### src/design/amtu_pkg.sv
// shared types and codes for the affine matrix transform unit
`default_nettype none
package amtu_pkg;

  localparam int unsigned LANES    = 4;
  localparam int unsigned WORD_W   = 32;
  localparam int unsigned STEP_W   = 4;
  localparam logic [STEP_W-1:0] STEP_MATRIX_LAST = 4'd15;
  localparam logic [STEP_W-1:0] STEP_XFORM_LAST  = 4'd3;
  localparam logic signed [WORD_W-1:0] WORD_MAX = 32'sh7fffffff;
  localparam logic signed [WORD_W-1:0] WORD_MIN = 32'sh80000000;

  typedef enum logic [2:0] {
    FN_LOAD_CUR   = 3'd0,
    FN_LOAD_OPND  = 3'd1,
    FN_IDENTITY   = 3'd2,
    FN_MULTIPLY   = 3'd3,
    FN_TRANSLATE  = 3'd4,
    FN_SCALE      = 3'd5,
    FN_POINT      = 3'd6,
    FN_VECTOR     = 3'd7
  } func_t;

  typedef enum logic [1:0] {
    S_IDLE,
    S_RUN,
    S_WAIT,
    S_PUSH
  } state_t;

  typedef struct packed {
    logic       load;
    logic [1:0] load_row;
    logic [1:0] load_col;
    logic       ident;
    logic       commit;
    logic       mac_valid;
    logic       first_k;
    logic       first_item;
    logic       last_k;
    logic [1:0] k;
    logic [1:0] col;
  } lane_ctrl_t;

  typedef struct packed {
    logic push;
    logic xform;
    logic mac;
  } merge_ctrl_t;

endpackage
`default_nettype wire

### src/design/amtu_lane.sv
// one row lane: row storage of the current matrix and a saturating fixed-point mac
`default_nettype none
module amtu_lane
  import amtu_pkg::*;
#(
  parameter int unsigned FRAC_BITS = 16,
  parameter int unsigned ROW       = 0
) (
  input  wire logic                     clk,
  input  wire logic                     rst,
  input  wire lane_ctrl_t               ctrl,
  input  wire logic signed [WORD_W-1:0] load_value,
  input  wire logic signed [WORD_W-1:0] one_value,
  input  wire logic signed [WORD_W-1:0] rhs,
  output logic signed [WORD_W-1:0]      acc,
  output logic                          ovf
);

  localparam logic [1:0] ROW_IDX = ROW[1:0];

  logic signed [WORD_W-1:0]   cur_row [LANES];
  logic signed [WORD_W-1:0]   tmp_row [LANES];
  logic signed [2*WORD_W-1:0] prod;
  logic                       p_valid;
  logic                       p_first_k;
  logic                       p_first_item;
  logic                       p_last_k;
  logic [1:0]                 p_col;

  logic signed [2*WORD_W-1:0] shifted;
  logic                       mul_sat;
  logic signed [WORD_W-1:0]   mq;
  logic signed [WORD_W:0]     s33;
  logic                       add_sat;
  logic signed [WORD_W-1:0]   sum;

  // row storage
  always_ff @(posedge clk) begin
    if (rst) begin
      for (int i = 0; i < LANES; i++) cur_row[i] <= '0;
    end else if (ctrl.ident) begin
      for (int i = 0; i < LANES; i++) cur_row[i] <= (i == ROW) ? one_value : '0;
    end else if (ctrl.load && ctrl.load_row == ROW_IDX) begin
      cur_row[ctrl.load_col] <= load_value;
    end else if (ctrl.commit) begin
      for (int i = 0; i < LANES; i++) cur_row[i] <= tmp_row[i];
    end
  end

  // multiply stage
  always_ff @(posedge clk) begin
    if (rst) begin
      p_valid <= 1'b0;
    end else begin
      p_valid <= ctrl.mac_valid;
    end
  end

  always_ff @(posedge clk) begin
    prod         <= cur_row[ctrl.k] * rhs;
    p_first_k    <= ctrl.first_k;
    p_first_item <= ctrl.first_item;
    p_last_k     <= ctrl.last_k;
    p_col        <= ctrl.col;
  end

  // scale, clamp and accumulate
  always_comb begin
    shifted = prod >>> FRAC_BITS;
    mul_sat = !((&shifted[2*WORD_W-1:WORD_W-1]) || !(|shifted[2*WORD_W-1:WORD_W-1]));
    if (mul_sat) begin
      mq = shifted[2*WORD_W-1] ? WORD_MIN : WORD_MAX;
    end else begin
      mq = shifted[WORD_W-1:0];
    end
    s33     = {acc[WORD_W-1], acc} + {mq[WORD_W-1], mq};
    add_sat = 1'b0;
    if (p_first_k) begin
      sum = mq;
    end else begin
      add_sat = s33[WORD_W] ^ s33[WORD_W-1];
      if (add_sat) begin
        sum = s33[WORD_W] ? WORD_MIN : WORD_MAX;
      end else begin
        sum = s33[WORD_W-1:0];
      end
    end
  end

  always_ff @(posedge clk) begin
    if (p_valid) begin
      acc <= sum;
      ovf <= (p_first_item ? 1'b0 : ovf) | mul_sat | add_sat;
      if (p_last_k) tmp_row[p_col] <= sum;
    end
  end

endmodule
`default_nettype wire

### config.mk
export PLATFORM = sky130hd
export DESIGN_NAME = amtu_lane
export DESIGN_NICKNAME = d
export VERILOG_FILES = /design/src/design/amtu_pkg.sv /design/src/design/amtu_lane.sv
export SDC_FILE = /design/constraint.sdc
export NUM_CORES = 2
export LEC_CHECK = 0
export BUFFER_PORTS_ARGS = -buffer_cell sky130_fd_sc_hd__buf_2
export CORE_MARGIN = 2
export CORE_UTILIZATION = 40
export CTS_BUF_LIST = sky130_fd_sc_hd__clkbuf_8
export CTS_CLUSTER_DIAMETER = 200
export DETAILED_ROUTE_END_ITERATION = 10
export GPL_ROUTABILITY_DRIVEN = 0
export PLACE_DENSITY = 0.57
export SLEW_MARGIN = 40
export SYNTH_ARGS = -nofsm -noshare
export SYNTH_HDL_FRONTEND = slang
export SYNTH_SLANG_ARGS = --single-unit
### constraint.sdc
create_clock -name clk -period 20.7 [get_ports clk]
set_clock_uncertainty 0.2 [all_clocks]
set_input_delay 4.14 -clock clk [delete_from_list [all_inputs] [get_ports clk]]
set_output_delay 4.14 -clock clk [all_outputs]
set_load 0.005 [all_outputs]
==> results.toml <==
[run_status]
run_status = "complete, no violations"

[grt]
antenna_found_initial = 12
grt_start_max_net_pins = 75
grt_pass1_wl_um = 221500
grt.overflow.total = 0
grt_pass1_vias = 37600
grt_use_total = 0.2179

[route]
wl_met1_um = 61450
avgRoutedWirePerCell_um = 20.34
wl_met2_um = 62540
ant_nets = 0
first_pass_iters = 5
drtIter0Drc = 2112
wl_met3_um = 10000
drt-total-wl_um = 136800
num_vias = 34540
top_layer = "met5"
viasPerCell = 5.133
drc = 0

[yosys]
syn_inst = 5070
synth.net_count = 6477
yosys.area.top_type_share = 0.4228
yosysWarnings = 0
avgSynthCellArea_um2 = 10.10
ys.flop_type = "edfxtp_1"
ys_async_sr_fraction = 0
seq_area_frac_synth = 0.1905
yosysTopAreaCell = "fa_1"
ys_top_cells_by_area = "fa_1 (42%), edfxtp_1 (17%), inv_1 (7.5%)"
ys_seq_elements = 343
synth_cell_types = 78
synth-edff-count = 289
syn_area_um2 = 51230

[placement]
dp_hpwl_um = 108000
numPortBuffers = 145
dpl_worst_slack_ns = 6.904

[die]
core_um2 = 127400
start_util = 0.4023
pin_count = 146
die_area_um2 = 131000
dieWidth_um = 361.9
die_h_um = 361.9
core.rowCount = 131

[clock_network]
clk_pin_slew_worst_paths_ns = 0.07
cts_tree = "built"
root_buffer = "clkbuf_8"
ctsResizeCount = 0
h-tree-depth = 2
cts_inserted_buffers = 48
clk_path_buf_depth = 3
cts.sinks = 343
postCtsSetupBuffers = 0
clk_latency_ns = 0.62
cts_hold_buf = 0

[timing]
hold_violations = 0
drv_slew = 0
setup_violations = 0
rsz0062_at_grt = "no"
post-route-min-period_ns = 13.13
max-slew-margin-rel = 0.4159
fin_ws_ns = 7.567
max_freq_ghz = 0.07615
tightestPinTransition_ns = 0.8762
setup_tns_ns = 0
min_period_over_period = 0.6344

[final_layout]
final_net_count = 6433
layout_commonest_cell = "fa_1"
drive_gt1_frac = 0.06536
nFillCells = 12200
layout_common_cells = "fa_1 (1,081), inv_1 (1,024), nand2_1 (671)"
area_delta_synth_final_pct = 6.252

[worst_setup_path]
cp_slowest_cell = "mux4_2"
rr_endpoint = "prod[63]$_DFF_P_"
worstRegToRegCells = 22
worstPathArrival_ns = 13.43
slowest_delay_ns = 0.92
cp_common_cell = "fa_1"
cp-start-kind = "primary input"
r2r_start = "cur_row[0][31]$_DFFE_PP_"
r2r_slack_ns = 11.58
end_kind = "register"
worstPathRequired_ns = 21.00
critPathKind = "in -> reg"
critPathMaxFanout = 32

[worst_hold_path]
holdPathStages = 0
min_to = "acc[3]$_DFFE_PP_"
worstHoldStart = "p_valid$_SDFF_PP0_"
hp-class = "reg -> reg"

[run]
max-cap-violations = 0
-- synthesized netlist by cell type (all sizes together) (57+ instances only) --
master,count
a22oi,58
ha,212
xnor2,57
edfxtp,289
clkbuf,269
and2,522
fa,1082
o21ai,162
nor2,71
a21oi,217
inv,1019
nand2,673
-- stage by stage --
step	util	instances	instance area (um^2)	hold WS (ns)
after floorplan	-	5070	51230	0.3377
after global placement	0.4188	6637	53340	0.3305
after detailed placement	0.4192	6638	53380	0.3302
after CTS	0.4271	6726	54400	0.3480
after global routing	0.4274	6728	54430	0.3493
final	0.4274	6728	54430	0.3333
-- kinds of logic (layout without fill, tap and decap cells) --
kind of cell | Yosys count | after routing | share of synthesized area
AND/OR/NAND/NOR | 1389 | 1389 | 0.1334
other | 0 | 2 | 0
multiplexers | 55 | 55 | 0.01837
buffers and inverters | 1302 | 1296 | 0.09596
XOR/XNOR | 82 | 82 | 0.01417
adder cells (fa/ha/maj) | 1294 | 1294 | 0.4746
flip-flops | 343 | 343 | 0.1905
AO/OA/AOI/OAI | 605 | 605 | 0.07298
-- area by class of cell --
type / count / area (um^2) / share of cell area
Multi-Input combinational cell: 3425 / 36670 / 0.6737
Sequential cell: 343 / 9759 / 0.1793
Inverter: 1019 / 3825 / 0.07027
Tap cell: 1662 / 2079 / 0.03820
Timing Repair Buffer: 189 / 1080 / 0.01984
Clock buffer: 52 / 715.7 / 0.01315
Clock inverter: 36 / 297.8 / 0.005471
Antenna cell: 2 / 5.005 / 0.00009195
-- registers in the layout, summed over array words and instances, names as in the netlist --
register / count
ovf: 1
p_first_item: 1
p_last_k: 1
prod: 48
p_col: 2
acc: 32
cur_row: 128
tmp_row: 128
p_valid: 1
p_first_k: 1
-- critical path: cells and delay by family --
kind / cells / cell delay [ns]
fa+ha+maj: 9 / 4.38
buf+inv: 6 / 1.15
xor+xnor: 1 / 0.14
mux: 1 / 0.92
compound gates: 7 / 2.22
simple gates: 2 / 0.43
-- how the worst max path moves through the flow --
stage	startpoint	endpoint	cells past startpoint	slack, ns
2_1_floorplan	ctrl[2]	prod[59]$_DFF_P_	29	7.83
3_3_place_gp	ctrl[2]	prod[63]$_DFF_P_	25	6.98
3_5_place_dp	ctrl[2]	prod[63]$_DFF_P_	23	6.90
4_1_cts	ctrl[2]	prod[63]$_DFF_P_	23	7.53
5_1_grt	ctrl[2]	prod[51]$_DFF_P_	26	7.06
6_report	ctrl[2]	prod[51]$_DFF_P_	26	7.57
-- layer usage --
| layer | track usage | vias up |
|---|---|---|
| met1 | 0.3144 | 17850 |
| met2 | 0.3465 | 1102 |
| met3 | 0.03533 | 149 |
| met5 | 0 | - |
| met4 | 0.04690 | 6 |
| li1 | - | 15430 |
Power is left out: the tool's default activity adds up to more than one toggle a clock period on the data nets, which glitch-free logic cannot reach.
