### src/design/amtu_pkg.sv
// shared types and codes for the affine matrix transform unit
`default_nettype none
package amtu_pkg;

  localparam int unsigned LANES    = 4;
  localparam int unsigned WORD_W   = 32;
  localparam int unsigned STEP_W   = 4;
  localparam logic [STEP_W-1:0] STEP_MATRIX_LAST = 4'd15;
  localparam logic [STEP_W-1:0] STEP_XFORM_LAST  = 4'd3;
  localparam logic signed [WORD_W-1:0] WORD_MAX = 32'sh7fffffff;
  localparam logic signed [WORD_W-1:0] WORD_MIN = 32'sh80000000;

  typedef enum logic [2:0] {
    FN_LOAD_CUR   = 3'd0,
    FN_LOAD_OPND  = 3'd1,
    FN_IDENTITY   = 3'd2,
    FN_MULTIPLY   = 3'd3,
    FN_TRANSLATE  = 3'd4,
    FN_SCALE      = 3'd5,
    FN_POINT      = 3'd6,
    FN_VECTOR     = 3'd7
  } func_t;

  typedef enum logic [1:0] {
    S_IDLE,
    S_RUN,
    S_WAIT,
    S_PUSH
  } state_t;

  typedef struct packed {
    logic       load;
    logic [1:0] load_row;
    logic [1:0] load_col;
    logic       ident;
    logic       commit;
    logic       mac_valid;
    logic       first_k;
    logic       first_item;
    logic       last_k;
    logic [1:0] k;
    logic [1:0] col;
  } lane_ctrl_t;

  typedef struct packed {
    logic push;
    logic xform;
    logic mac;
  } merge_ctrl_t;

endpackage
`default_nettype wire

### src/design/amtu_merge.sv
// merging stage: gathers lane results into the output register
`default_nettype none
module amtu_merge
  import amtu_pkg::*;
(
  input  wire logic                     clk,
  input  wire logic                     rst,
  input  wire merge_ctrl_t              ctrl,
  input  wire logic signed [WORD_W-1:0] lane_acc [LANES],
  input  wire logic [LANES-1:0]         lane_ovf,
  input  wire logic                     out_ready,
  output logic                          out_valid,
  output logic                          can_load,
  output logic signed [WORD_W-1:0]      res_x,
  output logic signed [WORD_W-1:0]      res_y,
  output logic signed [WORD_W-1:0]      res_z,
  output logic                          overflow
);

  logic ovf_any;

  assign can_load = !out_valid || out_ready;

  // the fourth lane only counts for matrix updates
  always_comb begin
    if (!ctrl.mac) begin
      ovf_any = 1'b0;
    end else if (ctrl.xform) begin
      ovf_any = |lane_ovf[2:0];
    end else begin
      ovf_any = |lane_ovf;
    end
  end

  always_ff @(posedge clk) begin
    if (rst) begin
      out_valid <= 1'b0;
    end else if (ctrl.push) begin
      out_valid <= 1'b1;
    end else if (out_ready) begin
      out_valid <= 1'b0;
    end
  end

  always_ff @(posedge clk) begin
    if (ctrl.push) begin
      res_x    <= ctrl.xform ? lane_acc[0] : '0;
      res_y    <= ctrl.xform ? lane_acc[1] : '0;
      res_z    <= ctrl.xform ? lane_acc[2] : '0;
      overflow <= ovf_any;
    end
  end

endmodule
`default_nettype wire

### config.mk
export PLATFORM = sky130hd
export DESIGN_NAME = amtu_merge
export DESIGN_NICKNAME = d
export VERILOG_FILES = /design/src/design/amtu_pkg.sv /design/src/design/amtu_merge.sv
export SDC_FILE = /design/constraint.sdc
export NUM_CORES = 1
export LEC_CHECK = 0
export BUFFER_PORTS_ARGS = -buffer_cell sky130_fd_sc_hd__buf_2
export CORE_ASPECT_RATIO = 1.4
export CORE_MARGIN = 3
export CORE_UTILIZATION = 47
export CTS_BUF_LIST = sky130_fd_sc_hd__clkbuf_4 sky130_fd_sc_hd__clkbuf_8
export DETAILED_ROUTE_END_ITERATION = 12
export PLACE_DENSITY = 0.95
export SLEW_MARGIN = 10
export SYNTH_ARGS = -nofsm -noshare
export SYNTH_HDL_FRONTEND = slang
export SYNTH_SLANG_ARGS = --single-unit
### constraint.sdc
create_clock -name clk -period 1.5 [get_ports clk]
set_clock_uncertainty 0.1 [all_clocks]
set_input_delay 0.3 -clock clk [delete_from_list [all_inputs] [get_ports clk]]
set_output_delay 0.3 -clock clk [all_outputs]
set_load 0.01 [all_outputs]
==> impl_metrics.toml, run 1 <==
[drt]
first_pass_iters = 4
viasPerCell = 4.514
drt_iter0_markers = 101
ant_nets = 0
drc_errors = 0
dr_total_vias = 2352
drt-total-wl_mm = 7.588
wl_per_cell_um = 14.56

[clock_network]
clk_latency_ps = 340
clockBufferDepth = 2
htreeDepth = 3
cts.hold.buffers_added = 1
ctsResizeCount = 0
cts.clk_slew.worst_paths_ps = 90
cts_tree = "built"
cts-root-buf = "clkbuf_8"
numClockSinks = 98
postCtsSetupRepairBufs = 0
cts_made_buffers = 9

[setup_path]
cp_max_fo = 1
critPathTopFamily = "flip-flops"
slowest_delay_ps = 400
reg2reg_depth = 2
path_cells = "buf_2"
worstSetupEndpointType = "primary output"
worstPathRequired_ps = 1100
crit_path_start_kind = "register"
path_class = "register to primary output"
worst-path-buf-inv = 1
crit_slowest_cell = "edfxtp_1"
path_depth = 1
arrival_ps = 910

[sta]
finalWorstSetupSlack_ps = 192.0
rsz0062_at_grt = "false"
tightest_slew_ps = 291.0
setup_violations = 0
period_needed_ps = 1308
drv_slew = 0
finalHoldViolCount = 0
finalCritPeriodShare = 0.8720
max_freq_mhz = 764.5
slew_headroom = 0.8060
timing.setup.tns_ps = 0

[cells_and_area]
layout.cells.non_filler = 521
nNetsFinal = 557
design_area_um2 = 5032
area_delta_synth_final_pct = 37.98
seqCellArea_um2 = 2933
drive_above_1_share = 0.5236
diodes = 0
multi_input_area_um2 = 629.4
fillCellCount = 534
fin_util = 0.6752

[yosys]
synth_commonest_cells = "97 x edfxtp_1, 96 x and2_1, 5 x buf_2, 5 x buf_6"
synth-seq-cells = 98
syn_avg_cell_area_um2 = 17.45
synth_cell_types = 10
syn-cell-area_um2 = 3647
synthesis.nets = 347
netlist.area_leader.share = 0.7986
ys_seq_area_frac = 0.8041
synth_xor_xnor_area_share = 0
synth_top_family_by_area = "simple AND/OR/NAND/NOR gates"
synth_compound_area_frac = 0.004460
synth.area.mux_share = 0
synth.most_common_cell = "edfxtp_1"
synth-edff-count = 97
synth_area_leaders = "edfxtp_1 80%, and2_1 16%, buf_6 1.5%"
ys_warn_count = 0
synth_flop_cell = "edfxtp_1"
yosys.area_share.simple = 0.1681
synth_largest_area_cell = "edfxtp_1"
ys_async_sr_fraction = 0
synth_cells = 209
synth_fa_ha_area_frac = 0

[pwr]
ir_worst_vdd_mv = 0.7023
leakagePower_uw = 0.002174
power.density_nw_per_um2 = 1166

[placement]
post-place-cells = 504
routabilityCongestion = 0.6596
portBuffers = 204
place_area_um2 = 4791
pre_cts_slack_ps = 231.0

[global_routing]
grtUsageTotal = 0.1691
grt_overflow = 0
antenna_found_initial = 0
grt_first_pass_wirelength_mm = 11.03
grt_pass1_vias = 2278
grt_start_max_net_pins = 59

[worst_hold_path]
min_path_type = "input pin to register"
holdPathStages = 2

[floorplanning]
die_h_um = 110.2
io_pins = 237
initial_utilization = 0.4893
design.die.area_um2 = 8868
core_area_um2 = 7453
fp.dieW_um = 80.45
rows = 37

[outcome]
status = "finished, final reports clean"

[job]
drv_cap = 0
## per-stage QoR
stage	hold slack (ps)	power, µW
3_5_place_dp	360.6	4028
2_1_floorplan	269.1	3609
4_1_cts	98.01	5930
6_report	125.1	5868
5_1_grt	109.1	6119
3_3_place_gp	355.6	3994
## layout make-up
| cell class | count | area share |
|---|---|---|
| sequential | 98 | 0.5828 |
| timing repair buffer | 209 | 0.2213 |
| multi-input combinational | 100 | 0.1251 |
| clock buffer | 9 | 0.02461 |
| tap | 97 | 0.02412 |
| clock inverter | 7 | 0.02138 |
| inverter | 1 | 0.0007459 |
## cell usage in the layout (no fill, tap or decap)
cell type,Yosys,final
buf_2,5,203
edfxtp_1,97,97
and2_1,96,96
clkbuf_8,0,9
buf_12,0,4
bufinv_16,0,3
clkinv_2,0,2
clkinv_1,0,2
inv_1,1,1
nand2b_1,1,1
a21oi_1,1,1
nor2b_1,1,1
o41a_1,1,1
dlygate4sd3_1,0,1
buf_4,0,1
dfxtp_1,1,1
## report_power, final
group          internal (µW)  switching [µW]  total (µW)
clock network           1090             824        1910
registers               3240            49.5        3290
logic                    320             340         660
total                   4650            1210        5870
## cell families after synthesis
kind of cell / count (synthesis)
compound gates: 2
buf+inv: 11
flops: 98
simple gates: 98
## registers in the layout, indices dropped and copies added, names as in the netlist
name       flops
out_valid      1
res_y         32
res_x         32
res_z         32
overflow       1
## worst paths after layout
kind,startpoint,endpoint,slack [ps]
worst max-delay path,res_y[0],res_y[0],190
worst min-delay path,lane_acc[65],res_y[1],130
worst max register to register,out_valid,out_valid,790
worst min register to register,out_valid,out_valid,400
## routing by layer
layer | wire, µm | GRT usage | vias to the layer above
met5 | 0 | 0 | -
met4 | 138 | 0.08575 | 0
met3 | 764 | 0.04959 | 11
met2 | 4130 | 0.2986 | 123
met1 | 2553 | 0.1826 | 1073
li1 | - | - | 1145
Note: power is estimated with default switching activity, not from simulation.
==> run 2: changes to the inputs <==
--- a/config.mk
+++ b/config.mk
@@ -5,10 +5,11 @@
 export SDC_FILE = /design/constraint.sdc
 export NUM_CORES = 1
 export LEC_CHECK = 0
+export ABC_AREA = 1
 export BUFFER_PORTS_ARGS = -buffer_cell sky130_fd_sc_hd__buf_2
 export CORE_ASPECT_RATIO = 1.4
 export CORE_MARGIN = 3
-export CORE_UTILIZATION = 47
+export CORE_UTILIZATION = 48
 export CTS_BUF_LIST = sky130_fd_sc_hd__clkbuf_4 sky130_fd_sc_hd__clkbuf_8
 export DETAILED_ROUTE_END_ITERATION = 12
 export PLACE_DENSITY = 0.95
==> impl_metrics.toml, run 2 <==
[outcome]
status = "finished, final reports clean"

[yosys]
ys_warn_count = 0
syn_avg_cell_area_um2 = 12.23
synth_area_leaders = "edfxtp_1 76%, inv_1 9.0%, nand2_1 8.8%"
netlist.area_leader.share = 0.7635
synth.most_common_cell = "edfxtp_1"
syn-cell-area_um2 = 3815
synth_cell_types = 13
synth_commonest_cells = "97 x edfxtp_1, 91 x inv_1, 89 x nand2_1"
synth_flop_cell = "edfxtp_1"
synth-edff-count = 97
synthesis.nets = 450
synth_cells = 312
ys_seq_area_frac = 0.7688
synth-seq-cells = 98
ys_async_sr_fraction = 0
synth_largest_area_cell = "edfxtp_1"

[floorplanning]
core_area_um2 = 7546
initial_utilization = 0.5056
io_pins = 237
rows = 37
die_h_um = 111.5
design.die.area_um2 = 9069
fp.dieW_um = 81.35

[cells_and_area]
design_area_um2 = 5102
diodes = 0
nNetsFinal = 659
area_delta_synth_final_pct = 33.75
final_common_cell = "buf_2"
fin_util = 0.6762
mostFrequentLayoutCells = "202 x buf_2, 97 x edfxtp_1, 91 x inv_1"
seqCellArea_um2 = 2933
multi_input_area_um2 = 410.4
drive_above_1_share = 0.4544
reg_top3 = "res_x x32, res_y x32, res_z x32"
fillCellCount = 571

[pwr]
clkPwrFrac = 0.260
ir_worst_vdd_mv = 0.7314
pwr-share-comb = 0.130
switchingPower_uw = 1268
swShare = 0.2346
p_int_uw = 4137
leakagePower_uw = 0.002850
p_seq_frac = 0.609
power.density_nw_per_um2 = 1059

[clock_network]
cts_tree = "built"
cts.clk_slew.worst_paths_ps = 90
postCtsSetupRepairBufs = 0
ctsResizeCount = 0
clockBufferDepth = 2
htreeDepth = 3
cts-root-buf = "clkbuf_8"
numClockSinks = 98
cts.hold.buffers_added = 1
clk_latency_ps = 350
cts_made_buffers = 9

[placement]
dpl.hpwl_mm = 6.365
portBuffers = 204
routabilityCongestion = 0.7027
place_area_um2 = 4937

[drt]
wl_per_cell_um = 13.30
first_pass_iters = 4
drc_errors = 0
drt-total-wl_mm = 8.284
drt_iter0_markers = 122
ant_nets = 0
viasPerCell = 4.324
dr_total_vias = 2694

[setup_path]
crit_path_start_kind = "register"
cp_max_fo = 2
arrival_ps = 910
worstPathRequired_ps = 1100
path_class = "register to primary output"
worstSetupEndpointType = "primary output"

[sta]
drv_slew = 0
setup_violations = 0
rsz0062_at_grt = "false"
finalHoldViolCount = 0
max_freq_mhz = 765.5
tightest_slew_ps = 275.9
finalCritPeriodShare = 0.8709
period_needed_ps = 1306
timing.setup.tns_ps = 0
slew_headroom = 0.8161

[global_routing]
grt_overflow = 0
antenna_found_initial = 0
grtUsageTotal = 0.1814
grt_first_pass_wirelength_mm = 12.09
grt_pass1_vias = 2522
grt_start_max_net_pins = 57

[worst_hold_path]
min_path_type = "input pin to register"

[job]
drv_cap = 0
-- run 2: cells by family after synthesis --
family | count (synthesis) | share of synthesized area
buf+inv | 112 | 0.1236
simple gates | 101 | 0.1063
flops | 98 | 0.7688
compound gates | 1 | 0.001311
-- run 2: power by group through the flow --
stage | clock network (µW) | logic [µW] | registers, µW
final | 1410 | 704 | 3290
after global placement | 0 | 683 | 3350
after floorplan | 0 | 153 | 3490
after global routing | 1550 | 778 | 3310
after CTS | 1440 | 717 | 3300
after detailed placement | 0 | 712 | 3360
-- run 2: routing by layer --
layer  vias up  part of all wire  global-route usage
li1       1348                 -                   -
met1      1188              0.34              0.1937
met2       140              0.52              0.3112
met4         0             0.026             0.08794
met5         -                 0                   0
met3        18              0.11             0.06230
-- run 2: final timing paths --
path / startpoint / to / slack, ps / cells after the start
worst max-delay path: out_valid / can_load / 190 / 2
worst max register to register: out_valid / out_valid / 800 / 2
worst min register to register: out_valid / out_valid / 400 / 2
worst min-delay path: lane_acc[69] / res_y[5] / 100 / 3
-- run 2: stage by stage --
stage	hold WS [ps]	instances	power, µW	setup WS, ps
after floorplan	269.1	312	3638	373.8
after global placement	357.0	606	4030	310.9
after detailed placement	362.8	606	4071	284.2
after CTS	74.67	623	5459	173.6
after global routing	88.01	623	5647	147.3
final	98.86	623	5405	193.6
-- run 2: worst max-delay path, stage by stage (launching register included) --
cell and delay [ps]:
dfxtp_1 340, nand2_1 70, buf_2 140
-- run 2: layout make-up --
class	instances	area share
Clock buffer	10	0.02575
Clock inverter	6	0.004659
Inverter	101	0.07430
Multi-Input combinational cell	102	0.08043
Sequential cell	98	0.5748
Tap cell	97	0.02379
Timing Repair Buffer	209	0.2163
==> run 3: changes to the inputs <==
--- a/config.mk
+++ b/config.mk
@@ -7,8 +7,6 @@
 export LEC_CHECK = 0
 export ABC_AREA = 1
 export BUFFER_PORTS_ARGS = -buffer_cell sky130_fd_sc_hd__buf_2
-export CORE_ASPECT_RATIO = 1.4
-export CORE_MARGIN = 3
 export CORE_UTILIZATION = 48
 export CTS_BUF_LIST = sky130_fd_sc_hd__clkbuf_4 sky130_fd_sc_hd__clkbuf_8
 export DETAILED_ROUTE_END_ITERATION = 12
==> impl_metrics.toml, run 3 (synthesis gave the netlist of run 2 again) <==
[clock_network]
numClockSinks = 98
cts_made_buffers = 9
clk_latency_ps = 340
cts_tree = "built"
clockBufferDepth = 2
cts.clk_slew.worst_paths_ps = 90
postCtsSetupRepairBufs = 0
htreeDepth = 3
cts-root-buf = "clkbuf_8"

[cells_and_area]
final_common_cell = "buf_2"
diodes = 0
reg_top3 = "res_x x32, res_y x32, res_z x32"
mostFrequentLayoutCells = "202 x buf_2, 97 x edfxtp_1, 91 x inv_1"
drive_above_1_share = 0.4630
layout.cells.non_filler = 629
fin_util = 0.6691
area_delta_synth_final_pct = 34.83
nNetsFinal = 660

[placement]
routabilityCongestion = 0.7390
portBuffers = 204
post-place-cells = 612
pre_cts_slack_ps = 286.7
dpl.hpwl_mm = 5.834

[sta]
drv_slew = 0
finalCritPeriodShare = 0.8976
max_freq_mhz = 742.8
holdWs_ps = 99.34
tightest_slew_ps = 310.6
setup_violations = 0
slew_headroom = 0.7929
rsz0062_at_grt = "false"
timing.setup.tns_ps = 0
finalHoldViolCount = 0
period_needed_ps = 1346
finalWorstSetupSlack_ps = 153.7

[drt]
drt_iter0_markers = 79
viasPerCell = 4.305
ant_nets = 0
dr_total_vias = 2708
first_pass_iters = 4
wl_per_cell_um = 12.46
drc_errors = 0
drt-total-wl_mm = 7.838

[floorplanning]
rows = 32
initial_utilization = 0.4963
fp.dieW_um = 91.15
core_area_um2 = 7687
design.die.area_um2 = 8308
io_pins = 237
die_h_um = 91.15

[setup_path]
crit_path_start_kind = "register"
cp_max_fo = 2
path_class = "register to primary output"
worstPathRequired_ps = 1100
slowest_delay_ps = 360
worstSetupEndpointType = "primary output"
path_cells = "nand2_1 -> buf_2"
crit_slowest_cell = "dfxtp_1"
arrival_ps = 950

[global_routing]
antenna_found_initial = 0
grt_pass1_vias = 2746
grtUsageTotal = 0.1950
grt_first_pass_wirelength_mm = 12.37
grt_start_max_net_pins = 60
grt_overflow = 0

[job]
drv_cap = 0

[pwr]
power.density_nw_per_um2 = 1066
ir_worst_vdd_mv = 0.5655
leakagePower_uw = 0.002859

[worst_hold_path]
min_path_type = "input pin to register"

[outcome]
status = "finished, final reports clean"
==> run 3: report_power, final <==
part / internal (µW) / total (µW) / switching (µW)
registers: 3240 / 3290 / 49.0
logic: 306 / 705 / 399
clock network: 632 / 1480 / 852
total: 4180 / 5480 / 1300
==> run 3: through the flow <==
step	total power (µW)	area, µm²
floorplan	3638	3815
global placement	4030	4964
detailed placement	4067	4964
CTS	5531	5144
global route	5719	5144
finish	5483	5144
==> run 3: final timing paths <==
check	startpoint	slack (ps)	depth (start not counted)	to
max	out_valid	150	2	can_load
min reg2reg	out_valid	430	2	out_valid
max reg2reg	out_valid	770	2	out_valid
min	lane_acc[120]	100	3	res_x[24]
==> run 3: layout make-up <==
class / count / area, µm²
Fill cell: 569 / 2544
Clock inverter: 5 / 31.28
Clock buffer: 11 / 138.9
Tap cell: 102 / 127.6
Timing Repair Buffer: 210 / 1124
Sequential cell: 98 / 2933
Inverter: 101 / 379.1
Multi-Input combinational cell: 102 / 410.4
==> run 3: what timing repair did <==
action                                 in CTS  in global routing
gates resized for setup                     0                  0
endpoints found under the hold margin       1                  0
hold buffers                                1                  0
==> run 3: routing by layer <==
metal / routed length [µm] / GRT usage
met5: 0 / 0
met4: 199 / 0.08862
met3: 660 / 0.05360
met2: 3983 / 0.3516
met1: 2995 / 0.2131
==> run 3: critical path, delay by kind of cell, from the launching register on <==
family / cells / cell delay [ps]
buf+inv: 1 / 160
flops: 1 / 360
simple gates: 1 / 90
